[src/rtl/core/lmpw_pkg.sv]
// ----------------------------------------------------------------------------
// lmpw_pkg
// Types and constants shared by the long-mode page walker modules.
// ----------------------------------------------------------------------------
package lmpw_pkg;

  // Walk phases
  localparam logic [1:0] PH_IDLE = 2'd0;
  localparam logic [1:0] PH_WALK = 2'd1;
  localparam logic [1:0] PH_DATA = 2'd2;

  // Walk levels
  localparam logic [1:0] LVL_PML4 = 2'd3;
  localparam logic [1:0] LVL_PDPTE = 2'd2;
  localparam logic [1:0] LVL_PDE = 2'd1;
  localparam logic [1:0] LVL_PTE = 2'd0;

  // Input actions and result kinds
  localparam logic ACT_START = 1'b0;
  localparam logic ACT_RESPONSE = 1'b1;
  localparam logic KIND_REQUEST = 1'b0;
  localparam logic KIND_FINISH = 1'b1;
  localparam logic SIZE_ENTRY = 1'b0;
  localparam logic SIZE_BYTE = 1'b1;

  // Configuration register indexes
  localparam logic [1:0] REG_TABLE_ROOT = 2'd0;
  localparam logic [1:0] REG_NX_ENABLE = 2'd1;
  localparam logic [1:0] REG_GIG_PAGES = 2'd2;
  localparam logic [1:0] REG_A20_ENABLE = 2'd3;

  localparam int unsigned AddrW = 52;
  localparam int unsigned LinW = 48;
  localparam int unsigned CfgDataW = 64;
  localparam int unsigned CfgAddrW = 5;

  localparam logic [63:0] FrameMask = 64'h000f_ffff_ffff_f000;
  localparam logic [63:0] LargeFrameMask = 64'h000f_ffff_ffff_e000;
  localparam logic [63:0] Mask52 = 64'h000f_ffff_ffff_ffff;
  localparam int unsigned NxBit = 63;
  localparam int unsigned PsBit = 7;

  typedef struct packed {
    logic [AddrW-1:0] table_root;
    logic             nx_enable;
    logic             gig_pages;
    logic             a20_enable;
  } cfg_t;

  typedef struct packed {
    logic [1:0]        phase;
    logic [1:0]        walk_level;
    logic [LinW-1:0]   linear_address;
    logic [AddrW-1:12] frame_base;  // table base, always 4 KiB aligned
  } walk_state_t;

  typedef struct packed {
    logic             kind;
    logic [AddrW-1:0] request_address;
    logic             request_size;
    logic [7:0]       data_byte;
    logic             failed;
  } result_t;

endpackage

[src/rtl/core/lmpw_cfg_regs.sv]
// ----------------------------------------------------------------------------
// lmpw_cfg_regs
// APB-style configuration registers of the page walker.
// ----------------------------------------------------------------------------
module lmpw_cfg_regs (
  input  logic                           clk_i,
  input  logic                           rst_ni,
  input  logic                           psel,
  input  logic                           penable,
  input  logic                           pwrite,
  input  logic [lmpw_pkg::CfgAddrW-1:0]  paddr,
  input  logic [lmpw_pkg::CfgDataW-1:0]  pwdata,
  output logic [lmpw_pkg::CfgDataW-1:0]  prdata,
  output logic                           pready,
  output lmpw_pkg::cfg_t                 cfg_o
);

  lmpw_pkg::cfg_t cfg_q;
  logic [1:0]     reg_idx;
  logic           wr_en;

  // Registers sit on 8-byte boundaries.
  assign reg_idx = paddr[4:3];
  assign wr_en   = psel && penable && pwrite;
  assign pready  = 1'b1;
  assign cfg_o   = cfg_q;

  always_ff @(posedge clk_i or negedge rst_ni) begin
    if (!rst_ni) begin
      cfg_q.table_root <= '0;
      cfg_q.nx_enable  <= 1'b0;
      cfg_q.gig_pages  <= 1'b0;
      cfg_q.a20_enable <= 1'b1;
    end else if (wr_en) begin
      unique case (reg_idx)
        lmpw_pkg::REG_TABLE_ROOT: cfg_q.table_root <= pwdata[lmpw_pkg::AddrW-1:0];
        lmpw_pkg::REG_NX_ENABLE:  cfg_q.nx_enable  <= pwdata[0];
        lmpw_pkg::REG_GIG_PAGES:  cfg_q.gig_pages  <= pwdata[0];
        lmpw_pkg::REG_A20_ENABLE: cfg_q.a20_enable <= pwdata[0];
        default: ;
      endcase
    end
  end

  always_comb begin
    prdata = '0;
    unique case (reg_idx)
      lmpw_pkg::REG_TABLE_ROOT: prdata[lmpw_pkg::AddrW-1:0] = cfg_q.table_root;
      lmpw_pkg::REG_NX_ENABLE:  prdata[0] = cfg_q.nx_enable;
      lmpw_pkg::REG_GIG_PAGES:  prdata[0] = cfg_q.gig_pages;
      lmpw_pkg::REG_A20_ENABLE: prdata[0] = cfg_q.a20_enable;
      default: ;
    endcase
  end

endmodule

[src/rtl/core/lmpw_walk_step.sv]
// ----------------------------------------------------------------------------
// lmpw_walk_step
// One step of the page walk: next state and result for one item.
// ----------------------------------------------------------------------------
module lmpw_walk_step #(
  parameter int unsigned PHYS_ADDR_BITS = 40
) (
  input  logic                      action_i,
  input  logic [63:0]               segment_base_i,
  input  logic [63:0]               offset_i,
  input  logic [63:0]               memory_data_i,
  input  lmpw_pkg::cfg_t            cfg_i,
  input  lmpw_pkg::walk_state_t     state_i,
  output lmpw_pkg::walk_state_t     state_o,
  output lmpw_pkg::result_t         result_o
);

  // Entry bits 51:PHYS_ADDR_BITS must be clear.
  localparam logic [63:0] RsvdMask =
    lmpw_pkg::Mask52 & ~((64'd1 << PHYS_ADDR_BITS) - 64'd1);

  logic [63:0]                     lin_sum;
  logic                            canonical;
  logic [8:0]                      idx_new;
  logic [8:0]                      idx_next;
  logic [lmpw_pkg::AddrW-1:12]     root_frame;
  logic                            entry_bad;
  logic [63:0]                     ppf;
  logic [63:0]                     large_ppf;
  logic [63:0]                     omask;
  logic [63:0]                     lin_ext;
  logic [63:0]                     phys;
  logic [1:0]                      lvl;
  logic                            ps_allowed;

  assign lin_sum    = segment_base_i + offset_i;
  assign canonical  = (&lin_sum[63:47]) || !(|lin_sum[63:47]);
  assign idx_new    = lin_sum[47:39];
  assign root_frame = cfg_i.table_root[lmpw_pkg::AddrW-1:12];
  assign lvl        = state_i.walk_level;
  assign lin_ext    = {16'd0, state_i.linear_address};

  assign entry_bad = !memory_data_i[0] || (|(memory_data_i & RsvdMask)) ||
                     (!cfg_i.nx_enable && memory_data_i[lmpw_pkg::NxBit]);
  assign ppf       = memory_data_i & lmpw_pkg::FrameMask;
  assign large_ppf = memory_data_i & lmpw_pkg::LargeFrameMask;

  // A large page is legal only at the PDE level, or at PDPTE with 1G pages.
  assign ps_allowed = (lvl == lmpw_pkg::LVL_PDE) ||
                      ((lvl == lmpw_pkg::LVL_PDPTE) && cfg_i.gig_pages);

  // Index into the table one level below the current one, which is the
  // table that the next entry read goes to.
  always_comb begin
    unique case (lvl)
      lmpw_pkg::LVL_PML4:  idx_next = state_i.linear_address[38:30];
      lmpw_pkg::LVL_PDPTE: idx_next = state_i.linear_address[29:21];
      default:             idx_next = state_i.linear_address[20:12];
    endcase
  end

  always_comb begin
    unique case (lvl)
      lmpw_pkg::LVL_PML4:  omask = (64'd1 << 39) - 64'd1;
      lmpw_pkg::LVL_PDPTE: omask = (64'd1 << 30) - 64'd1;
      lmpw_pkg::LVL_PDE:   omask = (64'd1 << 21) - 64'd1;
      default:             omask = (64'd1 << 12) - 64'd1;
    endcase
  end

  always_comb begin
    if (lvl == lmpw_pkg::LVL_PTE) begin
      phys = ppf | (lin_ext & omask);
    end else begin
      phys = large_ppf | (lin_ext & omask);
    end
    if (!cfg_i.a20_enable) begin
      phys[20] = 1'b0;
    end
  end

  always_comb begin
    state_o  = state_i;
    result_o = '0;
    result_o.kind   = lmpw_pkg::KIND_FINISH;
    result_o.failed = 1'b1;

    if (action_i == lmpw_pkg::ACT_START) begin
      if (state_i.phase == lmpw_pkg::PH_IDLE && canonical) begin
        state_o.phase          = lmpw_pkg::PH_WALK;
        state_o.walk_level     = lmpw_pkg::LVL_PML4;
        state_o.linear_address = lin_sum[lmpw_pkg::LinW-1:0];
        state_o.frame_base     = root_frame;
        result_o.kind            = lmpw_pkg::KIND_REQUEST;
        result_o.failed          = 1'b0;
        result_o.request_size    = lmpw_pkg::SIZE_ENTRY;
        result_o.request_address = {root_frame, idx_new, 3'd0};
      end
    end else if (state_i.phase == lmpw_pkg::PH_WALK) begin
      if (entry_bad) begin
        state_o.phase = lmpw_pkg::PH_IDLE;
      end else if (lvl == lmpw_pkg::LVL_PTE || memory_data_i[lmpw_pkg::PsBit]) begin
        if (lvl != lmpw_pkg::LVL_PTE &&
            (!ps_allowed || (|(large_ppf & omask)))) begin
          state_o.phase = lmpw_pkg::PH_IDLE;
        end else begin
          state_o.phase            = lmpw_pkg::PH_DATA;
          result_o.kind            = lmpw_pkg::KIND_REQUEST;
          result_o.failed          = 1'b0;
          result_o.request_size    = lmpw_pkg::SIZE_BYTE;
          result_o.request_address = phys[lmpw_pkg::AddrW-1:0];
        end
      end else begin
        state_o.walk_level       = lvl - 2'd1;
        state_o.frame_base       = ppf[lmpw_pkg::AddrW-1:12];
        result_o.kind            = lmpw_pkg::KIND_REQUEST;
        result_o.failed          = 1'b0;
        result_o.request_size    = lmpw_pkg::SIZE_ENTRY;
        result_o.request_address = {ppf[lmpw_pkg::AddrW-1:12], idx_next, 3'd0};
      end
    end else if (state_i.phase == lmpw_pkg::PH_DATA) begin
      state_o.phase      = lmpw_pkg::PH_IDLE;
      result_o.failed    = 1'b0;
      result_o.data_byte = memory_data_i[7:0];
    end
  end

endmodule

[src/rtl/core/long_mode_page_walker_top.sv]
// ----------------------------------------------------------------------------
// long_mode_page_walker_top
// Fault-free byte read through the four-level long-mode page walk.
// ----------------------------------------------------------------------------
// A start request adds the segment base and offset to form a linear address
// and, if it is canonical, the block issues one 8-byte table entry read per
// level (PML4, PDPTE, PDE, PTE) down to the leaf entry, each answered by a
// response request on the same input channel, followed by a one-byte read of
// the A20-masked physical address; its response finishes with the byte.
// Every input request yields exactly one result: a memory read request or a
// finish, the latter flagged as failed for a non-canonical address, a bad
// entry, a start while a walk is in progress or a response while idle.
// The block takes one request per clock cycle unless the result side
// stalls. An accepted request sits in the input register until its result
// is loaded into the result register, from which the result is then taken.
// All the entry checks and address selection are done by the logic between
// the two registers. While a result waits to be taken, the input register
// can still accept one more request; only then is the input stalled.
// Configuration is written through the APB-style port at byte addresses
// 0, 8, 16 and 24 and should only change while no walk is in progress.
// ----------------------------------------------------------------------------
module long_mode_page_walker_top #(
  parameter int unsigned PHYS_ADDR_BITS = 40
) (
  input  logic                            clk_i,
  input  logic                            rst_ni,
  // Request input channel
  input  logic                            in_valid_i,
  output logic                            in_ready_o,
  input  logic                            action_i,
  input  logic [63:0]                     segment_base_i,
  input  logic [63:0]                     offset_i,
  input  logic [63:0]                     memory_data_i,
  // Result channel
  output logic                            out_valid_o,
  input  logic                            out_ready_i,
  output logic                            kind_o,
  output logic [lmpw_pkg::AddrW-1:0]      request_address_o,
  output logic                            request_size_o,
  output logic [7:0]                      data_byte_o,
  output logic                            failed_o,
  // Configuration port
  input  logic                            psel,
  input  logic                            penable,
  input  logic                            pwrite,
  input  logic [lmpw_pkg::CfgAddrW-1:0]   paddr,
  input  logic [lmpw_pkg::CfgDataW-1:0]   pwdata,
  output logic [lmpw_pkg::CfgDataW-1:0]   prdata,
  output logic                            pready
);

  lmpw_pkg::cfg_t        cfg;
  lmpw_pkg::walk_state_t state_q;
  lmpw_pkg::walk_state_t state_d;
  lmpw_pkg::result_t     result_d;
  lmpw_pkg::result_t     result_q;

  logic        in_valid_q;
  logic        out_valid_q;
  logic        action_q;
  logic [63:0] segment_base_q;
  logic [63:0] offset_q;
  logic [63:0] memory_data_q;
  logic        advance;
  logic        step;

  // The result register can take a new value when it is empty or being
  // drained this cycle; the input register follows whenever it moves on.
  assign advance    = !out_valid_q || out_ready_i;
  assign step       = in_valid_q && advance;
  assign in_ready_o = !in_valid_q || advance;

  lmpw_cfg_regs u_cfg (
    .clk_i   (clk_i),
    .rst_ni  (rst_ni),
    .psel    (psel),
    .penable (penable),
    .pwrite  (pwrite),
    .paddr   (paddr),
    .pwdata  (pwdata),
    .prdata  (prdata),
    .pready  (pready),
    .cfg_o   (cfg)
  );

  // Input register: control with reset, payload without.
  always_ff @(posedge clk_i or negedge rst_ni) begin
    if (!rst_ni) begin
      in_valid_q <= 1'b0;
    end else if (in_ready_o) begin
      in_valid_q <= in_valid_i;
    end
  end

  always_ff @(posedge clk_i) begin
    if (in_ready_o && in_valid_i) begin
      action_q       <= action_i;
      segment_base_q <= segment_base_i;
      offset_q       <= offset_i;
      memory_data_q  <= memory_data_i;
    end
  end

  lmpw_walk_step #(
    .PHYS_ADDR_BITS (PHYS_ADDR_BITS)
  ) u_step (
    .action_i       (action_q),
    .segment_base_i (segment_base_q),
    .offset_i       (offset_q),
    .memory_data_i  (memory_data_q),
    .cfg_i          (cfg),
    .state_i        (state_q),
    .state_o        (state_d),
    .result_o       (result_d)
  );

  // Walk state advances once per processed request.
  always_ff @(posedge clk_i or negedge rst_ni) begin
    if (!rst_ni) begin
      state_q <= '0;
    end else if (step) begin
      state_q <= state_d;
    end
  end

  // Result register.
  always_ff @(posedge clk_i or negedge rst_ni) begin
    if (!rst_ni) begin
      out_valid_q <= 1'b0;
    end else if (advance) begin
      out_valid_q <= in_valid_q;
    end
  end

  always_ff @(posedge clk_i) begin
    if (step) begin
      result_q <= result_d;
    end
  end

  assign out_valid_o       = out_valid_q;
  assign kind_o            = result_q.kind;
  assign request_address_o = result_q.request_address;
  assign request_size_o    = result_q.request_size;
  assign data_byte_o       = result_q.data_byte;
  assign failed_o          = result_q.failed;

endmodule

[config.mk]
export PLATFORM = sky130hd
export DESIGN_NAME = long_mode_page_walker_top
export DESIGN_NICKNAME = d
export VERILOG_FILES = /design/src/rtl/core/lmpw_pkg.sv /design/src/rtl/core/lmpw_cfg_regs.sv /design/src/rtl/core/lmpw_walk_step.sv /design/src/rtl/core/long_mode_page_walker_top.sv
export SDC_FILE = /design/constraint.sdc
export NUM_CORES = 1
export LEC_CHECK = 0
export BUFFER_PORTS_ARGS = -buffer_cell sky130_fd_sc_hd__buf_2
export CELL_PAD_IN_SITES_DETAIL_PLACEMENT = 1
export CELL_PAD_IN_SITES_GLOBAL_PLACEMENT = 2
export CORE_MARGIN = 8
export CORE_UTILIZATION = 30
export DETAILED_ROUTE_END_ITERATION = 10
export PLACE_DENSITY_LB_ADDON = 0.1
export SETUP_SLACK_MARGIN = 0.3
export SYNTH_ARGS = -nofsm -noshare
export SYNTH_HDL_FRONTEND = slang
export SYNTH_SLANG_ARGS = --single-unit
[constraint.sdc]
create_clock -name clk_i -period 7.1 [get_ports clk_i]
set_input_delay 1.42 -clock clk_i [delete_from_list [all_inputs] [get_ports clk_i]]
set_output_delay 1.42 -clock clk_i [all_outputs]
set_load 0.01 [all_outputs]
Word-level counts from Yosys, hierarchy flattened
Cells that the tools add are included.

operators by class
  $add $sub $neg = 2
  equality and inequality tests = 13
  muxes and demuxes = 29
  bitwise operators = 6
  reduce and logical (&&, ||, !) cells = 39

operators by type and width
  operator                                        count
  two-way mux 54 bit                              6
  case mux 39 bit (3 select lines)                1
  bitwise OR 52 bit                               2
  two-way mux 92 bit                              1
  adder 64 bit                                    1
  OR reduction 64 bit                             1
  AND 52 x 39 -> 52 bit                           1
  two-way mux 52 bit                              1
  two-way mux 51 bit                              1
  AND 48 x 39 -> 48 bit                           1
  case mux 9 bit (2 select lines)                 1
  AND reduction 17 bit                            1
  OR reduction 17 bit                             1
  two-way mux 2 bit                               8
  OR reduction 12 bit                             1
  == test 2 bit (second input constant)           5
  logical AND 1 bit                               8
  logical OR 1 bit                                8
  two-way mux 1 bit                               8
  AND reduction 2 bit                             4
  == test 2 x 1 -> 1 bit (second input constant)  3
  zero test 1 bit                                 6
  zero test 2 bit                                 3
  AND reduction 5 bit                             1
  other kinds (12)                                15

storage, ports and cells
  register bits after elaboration = 365
  input port bits = 269
  output and inout port bits = 130
  word-level logic and storage cells = 107

Logic depth before layout (Yosys ltp)
Gate-level depths: netlist of run 1.

  word-level depth = 11
  depth in mapped cells = 15
  depth with buffers taken out = 14

By module
A second synthesis of run 1 with hierarchy kept.

second synthesis, totals
  cell total of the unflattened synthesis = 1770
  area total of the unflattened synthesis = 21276.7 um2

modules (own cells, without submodules)
  module                     instances  cells each  area an instance (um2)  seq. area each (um2)
  long_mode_page_walker_top  1          459         11554.8                 10039.6
  lmpw_walk_step             1          1116        7155.6                  0.0
  lmpw_cfg_regs              1          195         2566.2                  1377.6

Worst setup path after synthesis of run 1
No wires, ideal clock.

  path kind = input to register
  start point = in out_ready_i
  end point = reg action_q (enable)
  library setup time = 0.560 ns
  data arrival time = 5.706 ns
  data required time = 6.540 ns
  slack = 0.834 ns
  stages on the path = 2
  buffers on the path = 0
  cell sequence = nand3b_1 -> and2_1

between the ends
  word-level cells in the longest chain between the ends = 3

ends and longest elaborated chain
  element               line                             text
  from (decl)           long_mode_page_walker_top.sv:36  input logic out_ready_i,
  logical OR 1 bit      long_mode_page_walker_top.sv:69  assign advance = !out_valid_q || out_ready_i;
  logical OR 1 bit      long_mode_page_walker_top.sv:71  assign in_ready_o = !in_valid_q || advance;
  logical AND 1 bit     long_mode_page_walker_top.sv:96  if (in_ready_o && in_valid_i) begin
  to (signal assigned)  long_mode_page_walker_top.sv:97  action_q <= action_i;
  to (decl)             long_mode_page_walker_top.sv:60  logic action_q;

Every way passes these cells.
A chain may end at the register's enable or synchronous reset.

==> run_results.csv, run 1 <==
group,metric,value,unit
sta,rsz0062_at_grt,"false",
logic_synthesis,synth-seq-area-share,55.8,%
sta,setup_viol,0,
placement,gp_congestion,0.830,
status,outcome,"completed",
finish,layout.nets,2154,
logic_synthesis,syn_inst,1487,
global_route,grt_pass1_wl,92.5,mm
cts,postCtsSetupRepairBufs,0,
power,p_total,5.42,mW
logic_synthesis,yosysUniqueCellTypes,80,
logic_synthesis,synth-compound-area-share,14.7,%
sta,fmax,186,MHz
logic_synthesis,yosys.area.top_type_share,41.5,%
drt,num_vias,13322,
power,ir_drop,0.164,mV
logic_synthesis,synthSimpleGateAreaFrac,12.5,%
cts,numCtsBuffers,42,
power,power.density,255,nW/um^2
logic_synthesis,synthAdderAreaFrac,4.99,%
logic_synthesis,synth_xor_xnor_area_share,2.51,%
logic_synthesis,async_flop_share,29.3,%
cts,clk_pin_slew,0.06,ns
global_route,grtUsageTotal,18.1,%
floorplan,core_area,57600,um^2
sta,max_slew_margin,25.3,%
floorplan,rows,88,
drt,dr.pass1.iters,5,
worst_setup_path,path_cells,"ha_1 -> inv_1 -> fa_1 -> nand2b_1 -> a211oi_1 -> o21ai_1 -> a21oi_1 -> nor2_1 -> or4_1 -> and3_1 -> nor4b_1 -> nand4b_1 -> a21oi_4 -> buf_4 -> o2bb2ai_1",
power,switching_share,28.1,%
worst_setup_path,crit_arrival,5.76,ns
drt,via_per_inst,5.08,
sta,setup_tns,0,ns
logic_synthesis,synth_top_cell_by_area,"edfxtp_1",
global_route,grt_pass1_vias,14519,
drt,drcViolationCount,0,
logic_synthesis,ys_ff_latch,341,
sta,tightestPinTransition,1.12,ns
cts,cts_tree,"built",
drt,wl,61.4,mm
global_route,grt.overflow.total,0,
drt,routedWlPerCell,23.4,um
logic_synthesis,synth_area,17400,um^2
run,maxCapViolCount,0,
finish,fillCellCount,6375,
power,pwr-share-clk,38.7,%
worst_setup_path,rr_worst_depth,15,
worst_setup_path,cp_slowest_stage_delay,0.65,ns
floorplan,fp.dieH,257,um
cts,cts_hold_buf,0,
placement,hpwl,48.8,mm
floorplan,die_x,257,um
cts,cts-resized-gates,0,
placement,io_buffer_count,355,
power,p_int,3.90,mW
worst_setup_path,path_max_fanout,30,
finish,drive_above_1_share,27.6,%
drt,drt_iter0_markers,775,
worst_setup_path,cp_data_required_time,7.49,ns
sta,maxSlewViolCount,0,
drt,ant_nets,0,
worst_hold_path,hold_depth,1,
cts,htree_num_levels,2,
floorplan,pin_count,399,
logic_synthesis,synth_ff_type,"edfxtp_1",
finish,areaGrowthSynthToFinish,21.9,%
worst_setup_path,critPathLaunchType,"flop",
global_route,antenna_found_initial,8,
power,seqPwrFrac,44.2,%
worst_setup_path,cp-end-kind,"flop",
logic_synthesis,synth_mux_area_share,6.31,%
sta,fin_crit,5.37,ns
sta,hold_violations,0,
logic_synthesis,synthTopCellsByArea,"edfxtp_1 41%, dfrtp_1 14%, ha_1 4.9%",
power,power.leakage,8.67,nW
global_route,grt_start_max_net_pins,107,
cts,clockBufferDepth,3,
worst_hold_path,hp-class,"reg2reg",
sta,hold_ws,0.478,ns
logic_synthesis,ys_warn_count,0,
cts,clk_latency,0.57,ns
cts,numClockSinks,341,
sta,period_share,75.6,%
power,power_switching,1.52,mW
worst_setup_path,path_class,"reg2reg",
power,power_frac_comb,17.1,%
worst_setup_path,slowest_stage,"a21oi_4",
logic_synthesis,synth_top_family_by_area,"compound AO/OA/AOI/OAI gates",
logic_synthesis,syn_area_per_cell,11.7,um^2
cts,clock-root-buffer,"clkbuf_16",
sta,fin_skew,0.0155,ns
floorplan,start_util,30.3,%
floorplan,dieArea,66100,um^2
logic_synthesis,synth-edff-count,241,
==> cell usage after synthesis, drive strengths merged, types with 4 or more instances <==
library cell,number
nand2,99
edfxtp,241
xor2,24
inv,24
nand3,22
a21boi,4
a211oi,10
a221o,10
xnor2,26
nor4,12
or2,5
nor3,20
nand4,48
and4,6
or4,6
or3,6
dfrtp,99
o21ai,79
a21oi,150
and2,79
o21bai,4
a21o,9
and3,8
ha,68
a31oi,9
a2111oi,5
nor2b,5
a211o,5
o2bb2ai,36
nor2,80
nand2b,10
o21a,15
o221ai,5
mux2,93
clkbuf,43
o211ai,11
nor4b,5
buf,49
o31ai,7
==> final timing paths <==
path	startpoint	to	slack (ns)
worst max-delay path	segment_base_q[0]$_DFFE_PP_	request_address_o[8]$_DFFE_PP_	1.73
worst min-delay path	state_q[42]$_DFFE_PN0P_	state_q[42]$_DFFE_PN0P_	0.48
worst max register to register	segment_base_q[0]$_DFFE_PP_	request_address_o[8]$_DFFE_PP_	1.73
worst min register to register	state_q[42]$_DFFE_PN0P_	state_q[42]$_DFFE_PN0P_	0.48
max in group asynchronous	rst_ni	out_valid_o$_DFFE_PN0P_	4.95
min in group asynchronous	rst_ni	u_cfg.cfg_o[24]$_DFFE_PN0P_	0.87
==> placed cells by master, fill, tap and decap left out, drive strengths merged, types with 20 or more instances in the layout <==
cell     instances
nor3            20
ha              68
a21oi          150
buf            366
xnor2           26
nor2            80
mux2            93
nand3           22
edfxtp         241
and2            79
nand2           99
o2bb2ai         36
dfrtp           99
clkbuf          64
xor2            24
nand4           48
o21ai           79
inv             25
==> per-layer routing <==
metal | track usage, % | vias up | routed length (um)
li1 | - | 6288 | -
met1 | 23.1 | 6622 | 27000
met2 | 30.7 | 326 | 29900
met3 | 3.54 | 86 | 2770
met4 | 5.33 | 0 | 1660
met5 | 0 | - | 0
==> critical path: cells and delay by family, from the launching register on <==
kind                       cells  cell delay, ns
AOI/OAI and AO/OA              5            1.87
adders and majority gates      2            0.63
buffers and inverters          2            0.55
DFF                            1            0.33
and+or+nand+nor                6            1.80
==> final cells by class <==
cell class	count	area (um^2)	area share, %
Antenna cell	6	15.0	0.0706
Clock buffer	64	1240	5.81
Clock inverter	14	128	0.600
Inverter	24	90.1	0.424
Multi-Input combinational cell	1041	7220	34.0
Sequential cell	341	9740	45.8
Tap cell	765	957	4.50
Timing Repair Buffer	366	1870	8.81
==> kinds of logic after synthesis <==
kind of cell | Yosys count
buffers and inverters | 116
flip-flops | 341
adder cells (fa/ha/maj) | 69
AO/OA/AOI/OAI | 393
multiplexers | 97
XOR/XNOR | 50
AND/OR/NAND/NOR | 419
other | 2
==> sequential cells by signal, summed over array words and instances (netlist names) <==
signal             count
offset_q              64
state_q               43
memory_data_q         49
data_byte_o            8
action_q               1
segment_base_q        64
request_address_o     52
u_cfg.cfg_o           55
in_valid_q             1
request_size_o         1
kind_o                 1
failed_o               1
out_valid_o            1
==> power by group through the flow <==
| stage | registers, mW | clock network, mW | logic [mW] |
|---|---|---|---|
| floorplan | 2.43 | 0 | 0.545 |
| global placement | 2.43 | 0 | 0.926 |
| detailed placement | 2.44 | 0 | 0.935 |
| CTS | 2.40 | 2.17 | 0.940 |
| global route | 2.42 | 2.25 | 1.02 |
| finish | 2.40 | 2.10 | 0.927 |
==> through the flow <==
| stage | area (um^2) | utilization (%) | instances | worst slack [ns] |
|---|---|---|---|---|
| floorplan | 17500 | - | 1498 | 0.834 |
| global placement | 19900 | 34.5 | 2537 | 1.88 |
| detailed placement | 19900 | 34.5 | 2537 | 1.80 |
| CTS | 21200 | 36.9 | 2615 | 1.73 |
| global route | 21300 | 36.9 | 2621 | 1.42 |
| finish | 21300 | 36.9 | 2621 | 1.73 |
Note: power is estimated with default switching activity, not from simulation.
==> run 2, diff against run 1 <==
Settings changed: ABC_AREA set to 1.
Clock period 7.1 ns to 5.25 ns, I/O delays scaled along.
==> run 2 against run 1 <==
Against the previous run:
- cell count rose by 27%
- register-to-register slack got worse by 0.59 ns
- sequential power rose by 52%
- global-route usage fell by 0.21 points
- critical path depth rose by 2
- critical path type unchanged
==> run_results.csv, run 2 <==
group,metric,value,unit
status,outcome,"completed",
worst_setup_path,path_max_fanout,32,
worst_setup_path,cp_slowest_stage_delay,0.46,ns
worst_setup_path,path_class,"reg2reg",
floorplan,core_area,60100,um^2
drt,dr.pass1.iters,4,
finish,final_common_cell,"nand2_1",
global_route,grt_pass1_vias,15974,
global_route,grtUsageTotal,17.8,%
logic_synthesis,synth_top_cell_by_area,"edfxtp_1",
floorplan,die_x,262,um
worst_setup_path,cp_data_required_time,5.67,ns
run,maxCapViolCount,0,
floorplan,dieArea,68700,um^2
logic_synthesis,synthSimpleGateAreaFrac,22.3,%
drt,via_per_inst,4.52,
cts,postCtsSetupRepairBufs,0,
global_route,grt.overflow.total,0,
drt,ant_nets,0,
cts,cts_hold_buf,0,
power,p_total,8.33,mW
sta,maxSlewViolCount,0,
finish,final_cell_mix,"672 x nand2_1, 378 x inv_1, 354 x buf_2",
placement,hpwl,51.6,mm
worst_setup_path,cp-end-kind,"flop",
cts,numCtsBuffers,40,
worst_setup_path,crit_arrival,4.52,ns
logic_synthesis,synth_xor_xnor_area_share,2.27,%
sta,fin_crit,4.11,ns
placement,gp_congestion,0.824,
finish,multi_input_area,6750,um^2
finish,areaGrowthSynthToFinish,21.7,%
sta,setup_viol,0,
logic_synthesis,synth-seq-area-share,53.6,%
placement,dpl.cell_count,3258,
sta,hold_violations,0,
cts,cts-resized-gates,0,
worst_setup_path,path_cells,"ha_1 -> nand3_1 -> nand3_1 -> nand2_1 -> nand2_1 -> nand2_1 -> nand3_1 -> nand2_1 -> nand3_1 -> nand2_1 -> nand4_1 -> xnor2_1 -> inv_1 -> nand2_1 -> nand3_2 -> buf_12 -> o21ai_0",
sta,rsz0062_at_grt,"false",
logic_synthesis,syn_area_per_cell,8.44,um^2
global_route,grt_pass1_wl,93.4,mm
logic_synthesis,synth_mux_area_share,0,%
finish,fillCellCount,7250,
cts,cts_tree,"built",
finish,fin_cells,3338,
sta,fin_skew,0.0274,ns
sta,period_share,78.3,%
finish,regArea,9740,um^2
logic_synthesis,post-synth-top-count-cell,"nand2_1",
power,power.leakage,11.1,nW
finish,final_area,22100,um^2
logic_synthesis,yosysUniqueCellTypes,47,
placement,place_area,20800,um^2
sta,setup_tns,0,ns
logic_synthesis,synth_top_family_by_area,"simple AND/OR/NAND/NOR gates",
power,ir_drop,0.256,mV
floorplan,fp.dieH,262,um
sta,tightestPinTransition,1.20,ns
worst_setup_path,slowest_stage,"nand3_2",
logic_synthesis,syn_inst,2152,
floorplan,rows,90,
sta,fmax,243,MHz
sta,hold_ws,0.483,ns
logic_synthesis,ys_ff_latch,341,
drt,routedWlPerCell,18.8,um
floorplan,start_util,30.2,%
placement,pre_cts_slack,0.978,ns
drt,wl,62.6,mm
floorplan,pin_count,399,
power,power.density,377,nW/um^2
logic_synthesis,synthTopCellsByArea,"edfxtp_1 40%, nand2_1 14%, dfrtp_1 14%",
global_route,antenna_found_initial,17,
logic_synthesis,synth_ff_type,"edfxtp_1",
global_route,grt_start_max_net_pins,93,
drt,drt_iter0_markers,625,
finish,layout.nets,2856,
sta,fin_ws,1.14,ns
sta,max_slew_margin,19.4,%
worst_setup_path,cpMostUsedCell,"nand2_1",
finish,utilization,36.7,%
logic_synthesis,synth_area,18200,um^2
logic_synthesis,netlist_top_cells_count,"673 x nand2_1, 380 x inv_1, 241 x edfxtp_1",
worst_setup_path,critPathLaunchType,"flop",
logic_synthesis,synthAdderAreaFrac,4.79,%
logic_synthesis,yosys.area.top_type_share,39.8,%
cts,clk_latency,0.57,ns
cts,clk_pin_slew,0.06,ns
cts,numClockSinks,341,
cts,htree_num_levels,2,
drt,num_vias,15076,
finish,drive_above_1_share,17.5,%
placement,io_buffer_count,355,
drt,drcViolationCount,0,
logic_synthesis,synth-edff-count,241,
logic_synthesis,synth-compound-area-share,7.50,%
cts,clockBufferDepth,3,
worst_hold_path,hp-class,"reg2reg",
cts,clock-root-buffer,"clkbuf_16",
logic_synthesis,ys_warn_count,0,
logic_synthesis,async_flop_share,29.3,%
-- run 2: cell types whose count changed after synthesis, sizes merged, moves of 26 or more --
cell | before | now
nand2 | 99 | 674
inv | 24 | 381
nor2 | 80 | 242
mux2 | 93 | 0
and2 | 79 | 2
a21oi | 150 | 105
o2bb2ai | 36 | 0
nand4 | 48 | 13
nand3 | 22 | 48
-- run 2: layout make-up --
cell class | instances | area share (%)
clock inverters | 16 | 0.583
repair buffers | 364 | 8.47
flip-flops and latches | 341 | 44.1
diodes | 8 | 0.0906
well taps | 782 | 4.43
inverters | 385 | 6.56
clock buffers | 56 | 5.26
multi-input cells | 1386 | 30.5
-- run 2: cells by family (layout without fill, tap and decap cells) --
| family | Yosys count | count (layout) |
|---|---|---|
| other cells | 2 | 21 |
| fa+ha+maj | 69 | 69 |
| xor+xnor | 47 | 47 |
| buf+inv | 436 | 821 |
| flops | 341 | 341 |
| compound gates | 241 | 241 |
| simple gates | 1016 | 1016 |
-- run 2: power by group --
group	leakage (nW)	switching (mW)	total, mW	internal, mW
clock	0.642	1.12	2.72	1.60
combinational	6.92	1.32	1.96	0.637
sequential	3.50	0.284	3.65	3.37
-- run 2: final timing paths --
check | startpoint | endpoint | slack [ns] | cells past startpoint
worst max-delay path | segment_base_q[2]$_DFFE_PP_ | request_address_o[9]$_DFFE_PP_ | 1.14 | 17
worst min-delay path | state_q[40]$_DFFE_PN0P_ | state_q[40]$_DFFE_PN0P_ | 0.48 | 2
worst max register to register | segment_base_q[2]$_DFFE_PP_ | request_address_o[9]$_DFFE_PP_ | 1.14 | 17
worst min register to register | state_q[40]$_DFFE_PN0P_ | state_q[40]$_DFFE_PN0P_ | 0.48 | 2
max in group asynchronous | rst_ni | state_q[70]$_DFFE_PN0P_ | 3.58 | 2
min in group asynchronous | rst_ni | u_cfg.cfg_o[19]$_DFFE_PN0P_ | 0.58 | 1
-- run 2: routing by layer --
metal / share of wire, % / track usage [%] / up-vias
met5: 0.22 / 0 / -
met3: 5.3 / 3.82 / 101
met1: 46 / 23.3 / 7056
met4: 2.3 / 5.08 / 20
li1: - / - / 7585
met2: 47 / 29.7 / 314
-- run 2: worst max-delay path, delay by kind of cell, from the launching register on --
kind / cells / cell delay [ns]
flops: 1 / 0.36
compound gates: 1 / 0.19
fa+ha+maj: 1 / 0.38
buf+inv: 2 / 0.44
simple gates: 12 / 2.14
xor+xnor: 1 / 0.42
